`src/hw/rtl/b64d_pkg.sv`:
```
`timescale 1ns / 1ps
`default_nettype none

package b64d_pkg;

  // Character codes with a fixed meaning
  localparam logic [7:0] CHAR_PAD     = 8'h3D;  // '='
  localparam logic [7:0] CHAR_UPPER_A = 8'h41;  // 'A'
  localparam logic [7:0] CHAR_UPPER_Z = 8'h5A;  // 'Z'
  localparam logic [7:0] CHAR_LOWER_A = 8'h61;  // 'a'
  localparam logic [7:0] CHAR_LOWER_Z = 8'h7A;  // 'z'
  localparam logic [7:0] CHAR_DIGIT_0 = 8'h30;  // '0'
  localparam logic [7:0] CHAR_DIGIT_9 = 8'h39;  // '9'

  // Alphabet offsets of the letter and digit groups
  localparam logic [5:0] VAL_LOWER_BASE = 6'd26;
  localparam logic [5:0] VAL_DIGIT_BASE = 6'd52;
  localparam logic [5:0] VAL_SYM62      = 6'd62;
  localparam logic [5:0] VAL_SYM63      = 6'd63;

  // Reset values of the alphabet registers: '+' and '/'
  localparam logic [7:0] SYM62_RESET = 8'h2B;
  localparam logic [7:0] SYM63_RESET = 8'h2F;

  // Register index, taken from paddr[2]
  localparam logic REG_SYM62 = 1'b0;
  localparam logic REG_SYM63 = 1'b1;

  // Message status codes
  localparam logic [1:0] STATUS_OK       = 2'd0;
  localparam logic [1:0] STATUS_BAD_CHAR = 2'd1;
  localparam logic [1:0] STATUS_TRAILING = 2'd2;

  typedef struct packed {
    logic [5:0] bits;
    logic [2:0] count;
    logic       pad_seen;
    logic [1:0] err;
  } msg_state_t;

  typedef struct packed {
    logic       byte_valid;
    logic [7:0] decoded_byte;
    logic       message_end;
    logic [1:0] status;
  } result_t;

endpackage

`default_nettype wire

```
`src/hw/rtl/b64d_if.sv`:
```
`timescale 1ns / 1ps
`default_nettype none

interface b64d_in_if;
  logic       valid;
  logic       ready;
  logic [7:0] char_code;
  logic       last_char;

  modport source (output valid, output char_code, output last_char, input ready);
  modport sink   (input valid, input char_code, input last_char, output ready);
endinterface

interface b64d_out_if;
  logic       valid;
  logic       ready;
  logic       byte_valid;
  logic [7:0] decoded_byte;
  logic       message_end;
  logic [1:0] status;

  modport source (output valid, output byte_valid, output decoded_byte,
                  output message_end, output status, input ready);
  modport sink   (input valid, input byte_valid, input decoded_byte,
                  input message_end, input status, output ready);
endinterface

`default_nettype wire

```
`src/hw/rtl/b64d_step.sv`:
```
`timescale 1ns / 1ps
`default_nettype none

// One decode step: symbol lookup, bit accumulation, end-of-message check.
module b64d_step
  import b64d_pkg::*;
(
  input  wire logic [7:0] char_code,
  input  wire logic       last_char,
  input  wire logic [7:0] sym62,
  input  wire logic [7:0] sym63,
  input  wire msg_state_t state_cur,
  output msg_state_t      state_nxt,
  output result_t         result
);

  logic [5:0]  sym_val;
  logic        sym_known;
  logic [11:0] acc;
  logic [3:0]  cnt_sum;
  logic [2:0]  cnt_left;
  logic [11:0] acc_shifted;
  logic [6:0]  keep_mask;
  logic        emit;
  msg_state_t  upd;
  logic [7:0]  diff_upper;
  logic [7:0]  diff_lower;
  logic [7:0]  diff_digit;

  assign diff_upper = char_code - CHAR_UPPER_A;
  assign diff_lower = char_code - CHAR_LOWER_A;
  assign diff_digit = char_code - CHAR_DIGIT_0;

  // Later alphabet index wins: 63 over 62 over the fixed groups
  always_comb begin
    sym_known = 1'b1;
    sym_val   = '0;
    priority if (char_code == sym63) begin
      sym_val = VAL_SYM63;
    end else if (char_code == sym62) begin
      sym_val = VAL_SYM62;
    end else if (char_code >= CHAR_UPPER_A && char_code <= CHAR_UPPER_Z) begin
      sym_val = diff_upper[5:0];
    end else if (char_code >= CHAR_LOWER_A && char_code <= CHAR_LOWER_Z) begin
      sym_val = diff_lower[5:0] + VAL_LOWER_BASE;
    end else if (char_code >= CHAR_DIGIT_0 && char_code <= CHAR_DIGIT_9) begin
      sym_val = diff_digit[5:0] + VAL_DIGIT_BASE;
    end else begin
      sym_known = 1'b0;
    end
  end

  // count + 6: bit 3 set means a full byte is ready, low bits are what stays
  assign acc         = {state_cur.bits, sym_val};
  assign cnt_sum     = {1'b0, state_cur.count} + 4'd6;
  assign cnt_left    = cnt_sum[2:0];
  assign acc_shifted = acc >> cnt_left;
  assign keep_mask   = (7'd1 << cnt_left) - 7'd1;

  always_comb begin
    upd  = state_cur;
    emit = 1'b0;
    if (state_cur.err == STATUS_OK) begin
      if (char_code == CHAR_PAD) begin
        upd.pad_seen = 1'b1;
      end else if (!sym_known || state_cur.pad_seen) begin
        upd.err = STATUS_BAD_CHAR;
      end else begin
        emit      = cnt_sum[3];
        upd.bits  = acc[5:0] & keep_mask[5:0];
        upd.count = cnt_left;
      end
    end
    if (last_char && upd.err == STATUS_OK) begin
      if (upd.count >= 3'd6 || upd.bits != '0) begin
        upd.err = STATUS_TRAILING;
      end
    end
  end

  assign result.byte_valid   = emit;
  assign result.decoded_byte = emit ? acc_shifted[7:0] : 8'd0;
  assign result.message_end  = last_char;
  assign result.status       = upd.err;

  assign state_nxt = last_char ? msg_state_t'('0) : upd;

endmodule

`default_nettype wire

```
`src/hw/rtl/strict_base64_decoder_core.sv`:
```
`timescale 1ns / 1ps
`default_nettype none

// Strict Base64 decoder. One character word enters per cycle on in_ch and
// gives exactly one result word on out_ch the cycle after: an optional
// decoded byte, a message_end flag that copies last_char, and the message's
// sticky status (0 ok, 1 bad character or symbol after '=', 2 bad trailing
// bits at the last character). Throughput is one word per clock; the only
// stage is the result register, and in_ch.ready drops only while a result
// sits there unaccepted. The symbols that decode to 62 and 63 are set over
// the APB port: register 0 at address 0 (reset '+'), register 1 at address 4
// (reset '/'); write them only while no message is in flight. '=' is always
// padding, even when a register holds its code. Once an error is flagged the
// rest of the message produces no bytes; all decoder state clears after the
// result for the last character.
module strict_base64_decoder_core
  import b64d_pkg::*;
(
  input  wire logic        clk,
  input  wire logic        rst_n,
  b64d_in_if.sink          in_ch,
  b64d_out_if.source       out_ch,
  input  wire logic        cfg_psel,
  input  wire logic        cfg_penable,
  input  wire logic        cfg_pwrite,
  input  wire logic [2:0]  cfg_paddr,
  input  wire logic [31:0] cfg_pwdata,
  output logic      [31:0] cfg_prdata,
  output logic             cfg_pready
);

  // Alphabet registers
  logic [7:0] sym62_r;
  logic [7:0] sym63_r;
  logic       cfg_wr;

  // Decoder state and result stage
  msg_state_t state_r;
  msg_state_t state_nxt;
  result_t    result_nxt;
  result_t    out_data_r;
  logic       out_valid_r;
  logic       in_acc;

  // --- APB: zero wait states, paddr[2] picks the register
  assign cfg_pready = 1'b1;
  assign cfg_wr     = cfg_psel && cfg_penable && cfg_pwrite;

  always_ff @(posedge clk) begin
    if (!rst_n) begin
      sym62_r <= SYM62_RESET;
      sym63_r <= SYM63_RESET;
    end else if (cfg_wr) begin
      unique case (cfg_paddr[2])
        REG_SYM62: sym62_r <= cfg_pwdata[7:0];
        REG_SYM63: sym63_r <= cfg_pwdata[7:0];
        default:   ;
      endcase
    end
  end

  always_comb begin
    unique case (cfg_paddr[2])
      REG_SYM62: cfg_prdata = {24'd0, sym62_r};
      REG_SYM63: cfg_prdata = {24'd0, sym63_r};
      default:   cfg_prdata = '0;
    endcase
  end

  // --- decode step
  b64d_step u_step (
    .char_code (in_ch.char_code),
    .last_char (in_ch.last_char),
    .sym62     (sym62_r),
    .sym63     (sym63_r),
    .state_cur (state_r),
    .state_nxt (state_nxt),
    .result    (result_nxt)
  );

  // take a new word whenever the result slot is empty or being drained
  assign in_ch.ready = !out_valid_r || out_ch.ready;
  assign in_acc      = in_ch.valid && in_ch.ready;

  always_ff @(posedge clk) begin
    if (!rst_n) begin
      state_r     <= '0;
      out_valid_r <= 1'b0;
    end else if (in_acc) begin
      state_r     <= state_nxt;
      out_valid_r <= 1'b1;
    end else if (out_ch.ready) begin
      out_valid_r <= 1'b0;
    end
  end

  // payload only, no reset needed
  always_ff @(posedge clk) begin
    if (in_acc) begin
      out_data_r <= result_nxt;
    end
  end

  assign out_ch.valid        = out_valid_r;
  assign out_ch.byte_valid   = out_data_r.byte_valid;
  assign out_ch.decoded_byte = out_data_r.decoded_byte;
  assign out_ch.message_end  = out_data_r.message_end;
  assign out_ch.status       = out_data_r.status;

  // --- checks

  // leftover count only ever holds 0, 2, 4 or 6
  a_count_even: assert property (@(posedge clk) disable iff (!rst_n)
    state_r.count[0] == 1'b0)
    else $error("leftover count is odd");

  // state clears after the last character of a message
  a_clear_on_last: assert property (@(posedge clk) disable iff (!rst_n)
    in_acc && in_ch.last_char |=> state_r == msg_state_t'('0))
    else $error("state not cleared at message end");

  // an error holds until the message ends
  a_err_sticky: assert property (@(posedge clk) disable iff (!rst_n)
    in_acc && !in_ch.last_char && state_r.err != STATUS_OK
    |=> state_r.err == $past(state_r.err))
    else $error("sticky error changed inside a message");

  // a bad character never comes with a byte
  a_no_byte_on_bad: assert property (@(posedge clk) disable iff (!rst_n)
    out_valid_r && out_data_r.byte_valid |-> out_data_r.status != STATUS_BAD_CHAR)
    else $error("byte delivered with bad-character status");

endmodule

`default_nettype wire

```
`src/flat_wrapper.sv`:
```
// flat-port wrapper written by rule: the top's interface ports become plain ports
module strict_base64_decoder_core_flat import b64d_pkg::*;
  (clk, rst_n, cfg_psel, cfg_penable, cfg_pwrite, cfg_paddr, cfg_pwdata, cfg_prdata, cfg_pready, in_ch_valid, in_ch_char_code, in_ch_last_char, in_ch_ready, out_ch_valid, out_ch_byte_valid, out_ch_decoded_byte, out_ch_message_end, out_ch_status, out_ch_ready);
  b64d_in_if in_ch_i ();
  b64d_out_if out_ch_i ();
  input  wire logic clk;
  input  wire logic rst_n;
  input  wire logic cfg_psel;
  input  wire logic cfg_penable;
  input  wire logic cfg_pwrite;
  input  wire logic [2:0] cfg_paddr;
  input  wire logic [31:0] cfg_pwdata;
  output logic      [31:0] cfg_prdata;
  output logic cfg_pready;
  input wire logic [$bits(in_ch_i.valid)-1:0] in_ch_valid;
  input wire logic [$bits(in_ch_i.char_code)-1:0] in_ch_char_code;
  input wire logic [$bits(in_ch_i.last_char)-1:0] in_ch_last_char;
  output wire logic [$bits(in_ch_i.ready)-1:0] in_ch_ready;
  output wire logic [$bits(out_ch_i.valid)-1:0] out_ch_valid;
  output wire logic [$bits(out_ch_i.byte_valid)-1:0] out_ch_byte_valid;
  output wire logic [$bits(out_ch_i.decoded_byte)-1:0] out_ch_decoded_byte;
  output wire logic [$bits(out_ch_i.message_end)-1:0] out_ch_message_end;
  output wire logic [$bits(out_ch_i.status)-1:0] out_ch_status;
  input wire logic [$bits(out_ch_i.ready)-1:0] out_ch_ready;
  assign in_ch_i.valid = in_ch_valid;
  assign in_ch_i.char_code = in_ch_char_code;
  assign in_ch_i.last_char = in_ch_last_char;
  assign in_ch_ready = in_ch_i.ready;
  assign out_ch_valid = out_ch_i.valid;
  assign out_ch_byte_valid = out_ch_i.byte_valid;
  assign out_ch_decoded_byte = out_ch_i.decoded_byte;
  assign out_ch_message_end = out_ch_i.message_end;
  assign out_ch_status = out_ch_i.status;
  assign out_ch_i.ready = out_ch_ready;
  strict_base64_decoder_core u_core (.clk(clk), .rst_n(rst_n), .in_ch(in_ch_i), .out_ch(out_ch_i), .cfg_psel(cfg_psel), .cfg_penable(cfg_penable), .cfg_pwrite(cfg_pwrite), .cfg_paddr(cfg_paddr), .cfg_pwdata(cfg_pwdata), .cfg_prdata(cfg_prdata), .cfg_pready(cfg_pready));
endmodule
```
`config.mk`:
```
export PLATFORM = sky130hd
export DESIGN_NAME = strict_base64_decoder_core_flat
export DESIGN_NICKNAME = d
export VERILOG_FILES = /design/src/hw/rtl/b64d_pkg.sv /design/src/hw/rtl/b64d_if.sv /design/src/hw/rtl/b64d_step.sv /design/src/hw/rtl/strict_base64_decoder_core.sv /design/src/flat_wrapper.sv
export SDC_FILE = /design/constraint.sdc
export NUM_CORES = 1
export LEC_CHECK = 0
export ABC_AREA = 1
export BUFFER_PORTS_ARGS = -buffer_cell sky130_fd_sc_hd__buf_2
export CAP_MARGIN = 10
export CORE_MARGIN = 4
export CORE_UTILIZATION = 52
export DETAILED_ROUTE_END_ITERATION = 12
export PLACE_DENSITY_LB_ADDON = 0.25
export SYNTH_ARGS = -nofsm -noshare
export SYNTH_HDL_FRONTEND = slang
export SYNTH_SLANG_ARGS = --single-unit
```
`constraint.sdc`:
```
create_clock -name clk -period 3.1 [get_ports clk]
set_clock_uncertainty 0.1 [all_clocks]
set_input_delay 0.31 -clock clk [delete_from_list [all_inputs] [get_ports clk]]
set_output_delay 0.31 -clock clk [all_outputs]
set_load 0.05 [all_outputs]
```
==> Word-level counts from Yosys, hierarchy flattened <==
Cells that the tools add are included.
{ "totals": {"ff_bits": 41, "in_bits": 51, "output_inout_bits": 47} }
{ "op_classes": {"addsub": 7, "magnitude_cmp": 7, "eq_ne": 3, "shifts": 2, "muxes": 25, "bitwise": 2, "n_reduce_logical": 21} }
{ "op_table": {"columns": ["op", "n"], "rows": [
  ["$pmux 32 s2", 1],
  ["$mux 6", 5],
  ["$mux 12", 2],
  ["$mux 9", 2],
  ["$eq 8x8->1", 2],
  ["$ge 8x7->1 const B", 2],
  ["$le 8x7->1 const B", 2],
  ["$shr 12x3->8", 1],
  ["$sub 6x1->6 const B", 2],
  ["$sub 6x6->6 const B", 2],
  ["$mux 1", 11],
  ["$eq 8x6->1 const B", 1],
  ["$ge 8x6->1 const B", 1],
  ["$le 8x6->1 const B", 1],
  ["$mux 2", 4],
  ["$logic_and 1x1->1", 7],
  ["$add 6x5->6 const B", 1],
  ["$add 6x6->6 const B", 1],
  ["$and 6x6->6", 1],
  ["$reduce_bool 2->1", 3],
  ["$reduce_bool 6->1", 1],
  ["$shl 1x3->6 const A", 1],
  ["$add 3x3->4 const B", 1],
  ["$logic_not 2->1", 2],
  ["6 further kinds", 10]
]} }

==> Logic depth before layout (Yosys ltp) <==
Gate-level depths: netlist (run 1).
{ "logic_depth": {"depth_word": 17, "mapped_depth": 20, "depth_no_buf": 19} }

==> Cells and area by module <==
Synthesis (run 1) repeated with hierarchy kept, for this count alone.
{ "unflattened": {"hier_cells": 532, "area_unflattened_um2": 3447.1} }
{ "by_module_without_submodules": {"columns": ["mod", "n_inst", "cells_each", "area_each_um2"], "rows": [
  ["strict_base64_decoder_core", 1, 208, 1732.9],
  ["b64d_step", 1, 324, 1714.1]
]} }

==> Least setup slack after synthesis (run 1) <==
No wires, ideal clock.
{ "synth_path": {"path_type": "flip-flop to flip-flop", "from": "reg u_core.state_r[4] (netlist name)", "to": "reg u_core.out_data_r, in the netlist u_core.out_ch.status[1] (data pin)", "setup_time_ps": 252, "arrival_time_ps": 1995, "required_ps": 2748, "slack_ps": 753, "path_stages_with_launch": 14, "period_less_slack_ps": 2347, "path_cell_list": "dfxtp_1 > clkbuf_1 > clkinv_1 > clkbuf_1 > ha_1 > inv_1 > nand4_1 > nor2_1 > nor2_1 > nand2_1 > nor2_1 > nand2_1 > nand2_1 > nand2_1"} }
{ "synth_rtl": {"columns": ["item", "line", "rtl"], "rows": [
  ["start: declaration", "strict_base64_decoder_core.sv:38", "msg_state_t state_r;"],
  ["start signal: assignment", "strict_base64_decoder_core.sv:90", "state_r <= state_nxt;"],
  ["end signal: assignment", "strict_base64_decoder_core.sv:100", "out_data_r <= result_nxt;"],
  ["end: declaration", "strict_base64_decoder_core.sv:41", "result_t out_data_r;"]
]} }

==> results of run 1 <==
-- worst paths after layout --
kind         slack (ns)  cells past startpoint                 endpoint
max reg2reg        0.65                     11  u_core.out_ch.status[1]
min reg2reg        0.36                      2        u_core.state_r[1]
min                0.13                      3        u_core.sym63_r[3]
max                0.65                     17  u_core.out_ch.status[1]
-- tightest hold or removal path, stage by stage --
cell and delay [ns]:
buf_2 0.08, nand2_1 0.04, nand3_1 0.06
-- final cells by class --
type | count | area (um2)
fill | 574 | 2305
multi-input combinational | 343 | 1719
sequential | 40 | 920.9
timing repair buffer | 48 | 245.2
inverter | 47 | 178.9
tap | 72 | 90.09
clock buffer | 5 | 68.82
clock inverter | 3 | 46.29
-- power breakdown --
group	internal [mW]	switching, mW	total, mW
Sequential	0.560	0.0120	0.572
Combinational	0.0893	0.285	0.375
Clock	0.243	0.208	0.451
-- stage by stage --
stage	setup WS, ns	power [mW]
finish	0.6458	1.397
global route	0.4539	1.463
CTS	0.6698	1.402
detailed placement	0.3624	0.9550
global placement	0.3695	0.9496
floorplan	0.7530	0.9099
-- layout by cell type (no fill, tap or decap), types with 12 or more instances in the layout --
cell and count:
buf_2 46, nor2_1 44, inv_1 34, edfxtp_1 12, nand3_1 20, a21oi_1 30
conb_1 25, o21ai_0 32, nand2_1 128, ha_1 12, dfxtp_1 28
-- state kept, by name (all words and copies together) (netlist names) --
name                        cells
u_core.state_r                 11
u_core.out_ch.decoded_byte      8
u_core.sym62_r                  8
u_core.sym63_r                  8
u_core.out_ch.status            2
u_core.out_ch.byte_valid        1
u_core.out_ch.message_end       1
u_core.out_ch.valid             1
-- routing by layer --
metal	wire length [um]	global-route usage (%)	share of wire [%]
met5	0	0	0
met4	61	5.117	0.88
met3	497	3.631	7.2
met1	3200	26.82	46
met2	3161	30.99	46
-- kinds of logic after synthesis --
family | after synthesis | synth area share, %
other | 2 | 0.2485
xor gates and xnor gates | 17 | 4.927
adders and majority gates | 12 | 4.969
AOI/OAI and AO/OA | 70 | 12.13
DFF | 40 | 30.48
and+or+nand+nor | 219 | 31.76
buffers and inverters | 88 | 15.49
==> flow_metrics.env, run 1 <==
export IMPL_outcome="complete, no violations"
export IMPL_period_needed_ns=2.454
export IMPL_viasPerCell=5.030
export IMPL_ys_types=33
export IMPL_cp_common_cell="nand2_1"
export IMPL_worstPathRequired_ns=3.06
export IMPL_vias=2807
export IMPL_rsz0062_at_grt="false"
export IMPL_routed_wl_mm=6.921
export IMPL_drtAntennaViolNets=0
export IMPL_place_area_mm2=0.003154
export IMPL_path_class="input pin to flop"
export IMPL_worst_path_max_delay_cell="nor3_1"
export IMPL_die_h_um=84.23
export IMPL_crit_start="in_ch_char_code[3]"
export IMPL_core_area_mm2=0.005574
export IMPL_drtPass1Iterations=4
export IMPL_wire_per_inst_um=12.40
export IMPL_post_route_util_pct=58.65
export IMPL_synth_edf_count=12
export IMPL_fin_area_mm2=0.003269
export IMPL_antenna_found_initial=0
export IMPL_synth_cells=448
export IMPL_crit_chain="buf_2 -> inv_1 -> ha_1 -> nand2_1 -> nand2_1 -> nand2_1 -> nand3_2 -> nand2_2 -> nor2_1 -> nor3_1 -> nor2_1 -> nor2_1 -> nand2_1 -> nor2_1 -> nand2_1 -> nand2_1 -> nand2_1"
export IMPL_synth_top_area_share_pct=18.55
export IMPL_post_route_period_util_pct=79.17
export IMPL_final_layout_size_suffix_gt1_share_pct=17.70
export IMPL_relSlewSlack_pct=56.24
export IMPL_slowest_delay_ns=0.32
export IMPL_grt_pass1_vias=2546
export IMPL_portBuffers=46
export IMPL_cp_max_fo=10
export IMPL_hold_viol_final=0
export IMPL_final_setup_tns_ns=0
export IMPL_worst_path_buf_inv=2
export IMPL_place_inst=550
export IMPL_p_leak_nw=1.602
export IMPL_clkSlewWorstSetupHoldPaths_ns=0.09
export IMPL_ios=98
export IMPL_cp_end_kind="flop"
export IMPL_min_path_type="input pin to flop"
export IMPL_synth_common_cells="128 x nand2_1, 44 x nor2_1, 34 x inv_1"
export IMPL_yosysSeqAreaShare_pct=30.48
export IMPL_clock_sinks=40
export IMPL_grt_pass1_wl_mm=11.52
export IMPL_die_x_um=84.23
export IMPL_cts_root_buf="clkbuf_8"
export IMPL_nets=548
export IMPL_startpoint_type="input pin"
export IMPL_syn_mean_instance_area_um2=6.745
export IMPL_ctsResizeCount=0
export IMPL_grt_overflow=0
export IMPL_slew_viol_final=0
export IMPL_ys_warn_count=0
export IMPL_postSynth_asyncResetShare_pct=0
export IMPL_h_tree_depth=2
export IMPL_vdd_ir_drop_max_v=0.0002866
export IMPL_drv_cap=0
export IMPL_clock_latency_ns=0.30
export IMPL_fin_cells=558
export IMPL_hold_slack_ns=0.1311
export IMPL_post_cts_buffers=0
export IMPL_fmax_mhz=407.5
export IMPL_ys_ff_latch=40
export IMPL_regToRegStartpoint="u_core.state_r[4]"
export IMPL_routabilityCongestion=0.8731
export IMPL_netlist_area_mm2=0.003022
export IMPL_grt_max_degree=19
export IMPL_ctsHoldBuffers=0
export IMPL_num_rows=27
export IMPL_initial_core_util_pct=54.21
export IMPL_hpwlAfterDp_mm=5.201
export IMPL_first_iter_violations=196
export IMPL_diodes=0
export IMPL_synth_area_leaders="dfxtp_1 19%, nand2_1 16%, edfxtp_1 12%"
export IMPL_worstMarginPinSlew_ns=0.6539
export IMPL_setup_violations=0
export IMPL_cts_tree="built"
export IMPL_grt_use_total_pct=19.37
export IMPL_power_density_mw_per_mm2=427.4
export IMPL_clockBufferDepth=2
export IMPL_min_from="cfg_pwdata[3]"
export IMPL_arrival_ns=2.42
export IMPL_yosys_area_top_type="dfxtp_1"
export IMPL_area_delta_synth_final_pct=8.199
export IMPL_synth_most_common_cell="nand2_1"
export IMPL_cts_buffers=5
export IMPL_ys_flop_type="dfxtp_1"
export IMPL_dieArea_mm2=0.007095
export IMPL_critPathTopFamily="simple AND/OR/NAND/NOR gates"
export IMPL_drc=0
Note: power is estimated with default switching activity, not from simulation.
==> run 2: changes to the inputs <==
==> constraint.sdc (replaced) <==
create_clock -name clk -period 2.55 [get_ports clk]
set_clock_uncertainty 0.1 [all_clocks]
set_input_delay 0.255 -clock clk [delete_from_list [all_inputs] [get_ports clk]]
set_output_delay 0.255 -clock clk [all_outputs]
set_load 0.05 [all_outputs]
==> run 2 against run 1 <==
Net effect:
- cell count up 3.8%
- sequential share of layout area fell by 1.3 points
- die area unchanged
- core utilization increased by 2.8 points
- critical endpoint unchanged
==> flow_metrics.env, run 2 (synthesized netlist as in run 1, its figures left out) <==
export IMPL_antenna_found_initial=0
export IMPL_fmax_mhz=451.6
export IMPL_vias=2879
export IMPL_h_tree_depth=2
export IMPL_crit_start="u_core.state_r[4]"
export IMPL_grt_pass1_vias=2576
export IMPL_place_area_mm2=0.003312
export IMPL_die_h_um=84.23
export IMPL_cts_tree="built"
export IMPL_portBuffers=46
export IMPL_largest_reg_flops=11
export IMPL_slowest_delay_ns=0.54
export IMPL_cp_max_fo=10
export IMPL_fin_area_mm2=0.003427
export IMPL_ff2ff_path_depth=11
export IMPL_wire_per_inst_um=11.68
export IMPL_nets=569
export IMPL_clockBufferDepth=2
export IMPL_hpwlAfterDp_mm=5.221
export IMPL_cts_root_buf="clkbuf_8"
export IMPL_area_delta_synth_final_pct=13.42
export IMPL_worstPathRequired_ns=2.52
export IMPL_ctsHoldBuffers=0
export IMPL_path_class="flop to flop"
export IMPL_clock_latency_ns=0.30
export IMPL_outcome="complete, no violations"
export IMPL_cp_common_cell="nand2_1"
export IMPL_hold_viol_final=0
export IMPL_setup_violations=0
export IMPL_crit_chain="clkinv_1 -> ha_1 -> inv_1 -> nand4_1 -> nor2_1 -> nor2_1 -> nand2_1 -> nor2_1 -> nand2_1 -> nand2_1 -> nand2_1"
export IMPL_vdd_ir_drop_max_v=0.0003712
export IMPL_power_density_mw_per_mm2=503.0
export IMPL_viasPerCell=4.972
export IMPL_ios=98
export IMPL_worstMarginPinSlew_ns=0.5269
export IMPL_final_layout_size_suffix_gt1_share_pct=21.10
export IMPL_drtAntennaViolNets=0
export IMPL_startpoint_type="flop"
export IMPL_relSlewSlack_pct=64.74
export IMPL_clock_sinks=40
export IMPL_final_cell_mix="128 x nand2_1, 46 x buf_2, 44 x nor2_1"
export IMPL_clkSlewWorstSetupHoldPaths_ns=0.09
export IMPL_timing_rr_end="u_core.out_ch.status[1]"
export IMPL_routed_wl_mm=6.764
export IMPL_drtPass1Iterations=4
export IMPL_slew_viol_final=0
export IMPL_post_route_util_pct=61.48
export IMPL_drv_cap=0
export IMPL_p_leak_nw=1.701
export IMPL_diodes=0
export IMPL_drc=0
export IMPL_grt_pass1_wl_mm=11.56
export IMPL_post_cts_buffers=0
export IMPL_grt_max_degree=19
export IMPL_cp_endpoint="u_core.out_ch.status[1]"
export IMPL_final_fill_count=528
export IMPL_initial_core_util_pct=54.21
export IMPL_core_area_mm2=0.005574
export IMPL_cts_buffers=5
export IMPL_ctsResizeCount=0
export IMPL_worst_path_max_delay_cell="dfxtp_1"
export IMPL_die_x_um=84.23
export IMPL_routabilityCongestion=0.8884
export IMPL_num_rows=27
export IMPL_grt_use_total_pct=19.58
export IMPL_grt_overflow=0
export IMPL_r2r_setup_slack_ns=0.34
export IMPL_regToRegStartpoint="u_core.state_r[4]"
export IMPL_rsz0062_at_grt="false"
export IMPL_arrival_ns=2.18
export IMPL_first_iter_violations=186
export IMPL_dieArea_mm2=0.007095
export IMPL_post_route_period_util_pct=86.84
export IMPL_cp_end_kind="flop"
export IMPL_min_path_type="input pin to flop"
export IMPL_final_setup_tns_ns=0
export IMPL_layout_commonest_cell="nand2_1"
export IMPL_period_needed_ns=2.214
export IMPL_regMostFlops="u_core.state_r"
[run 2: through the flow]
stage / power [mW] / hold WS [ns] / cells / setup slack [ns]
after floorplan: 1.106 / 0.2539 / 471 / 0.2030
after global placement: 1.183 / 0.3474 / 571 / 0.08861
after detailed placement: 1.189 / 0.3494 / 571 / 0.06826
after CTS: 1.732 / 0.07194 / 579 / 0.3502
after global routing: 1.812 / 0.08184 / 579 / 0.1417
final: 1.724 / 0.07968 / 579 / 0.3357
[run 2: cell type report]
class	count	area [um2]	share of cell area (%)
clock buffers	5	68.82	2.008
flip-flops and latches	40	920.9	26.87
inverters	47	178.9	5.221
well taps	72	90.09	2.629
repair buffers	69	402.9	11.76
multi-input cells	343	1719	50.16
clock inverters	3	46.29	1.351
[run 2: worst min-delay path by stage]
stage / cells after the start / start / end
2_1_floorplan: 0 / in_ch_last_char / u_core.out_ch.message_end
6_report: 1 / in_ch_last_char / u_core.out_ch.message_end
4_1_cts: 1 / in_ch_last_char / u_core.out_ch.message_end
3_3_place_gp: 2 / u_core.state_r[1] / u_core.state_r[1]
5_1_grt: 1 / in_ch_last_char / u_core.out_ch.message_end
3_5_place_dp: 2 / u_core.state_r[1] / u_core.state_r[1]
[run 2: report_power, final]
part	internal [mW]	switching, mW	total [mW]
Combinational	0.132	0.351	0.483
Sequential	0.680	0.0144	0.695
Clock	0.295	0.251	0.546
[run 2: layer usage]
layer	track usage [%]	part of all wire, %	vias to the layer above
li1	-	-	1486
met1	27.60	47	1281
met2	31.06	44	104
met3	3.631	7.7	8
met4	4.532	1.2	0
met5	0	0	-
[run 2: worst max-delay path, delay by kind of cell (launching register included)]
family	cells	cell delay, ns
simple gates	8	0.67
flops	1	0.54
fa+ha+maj	1	0.44
buf+inv	2	0.24
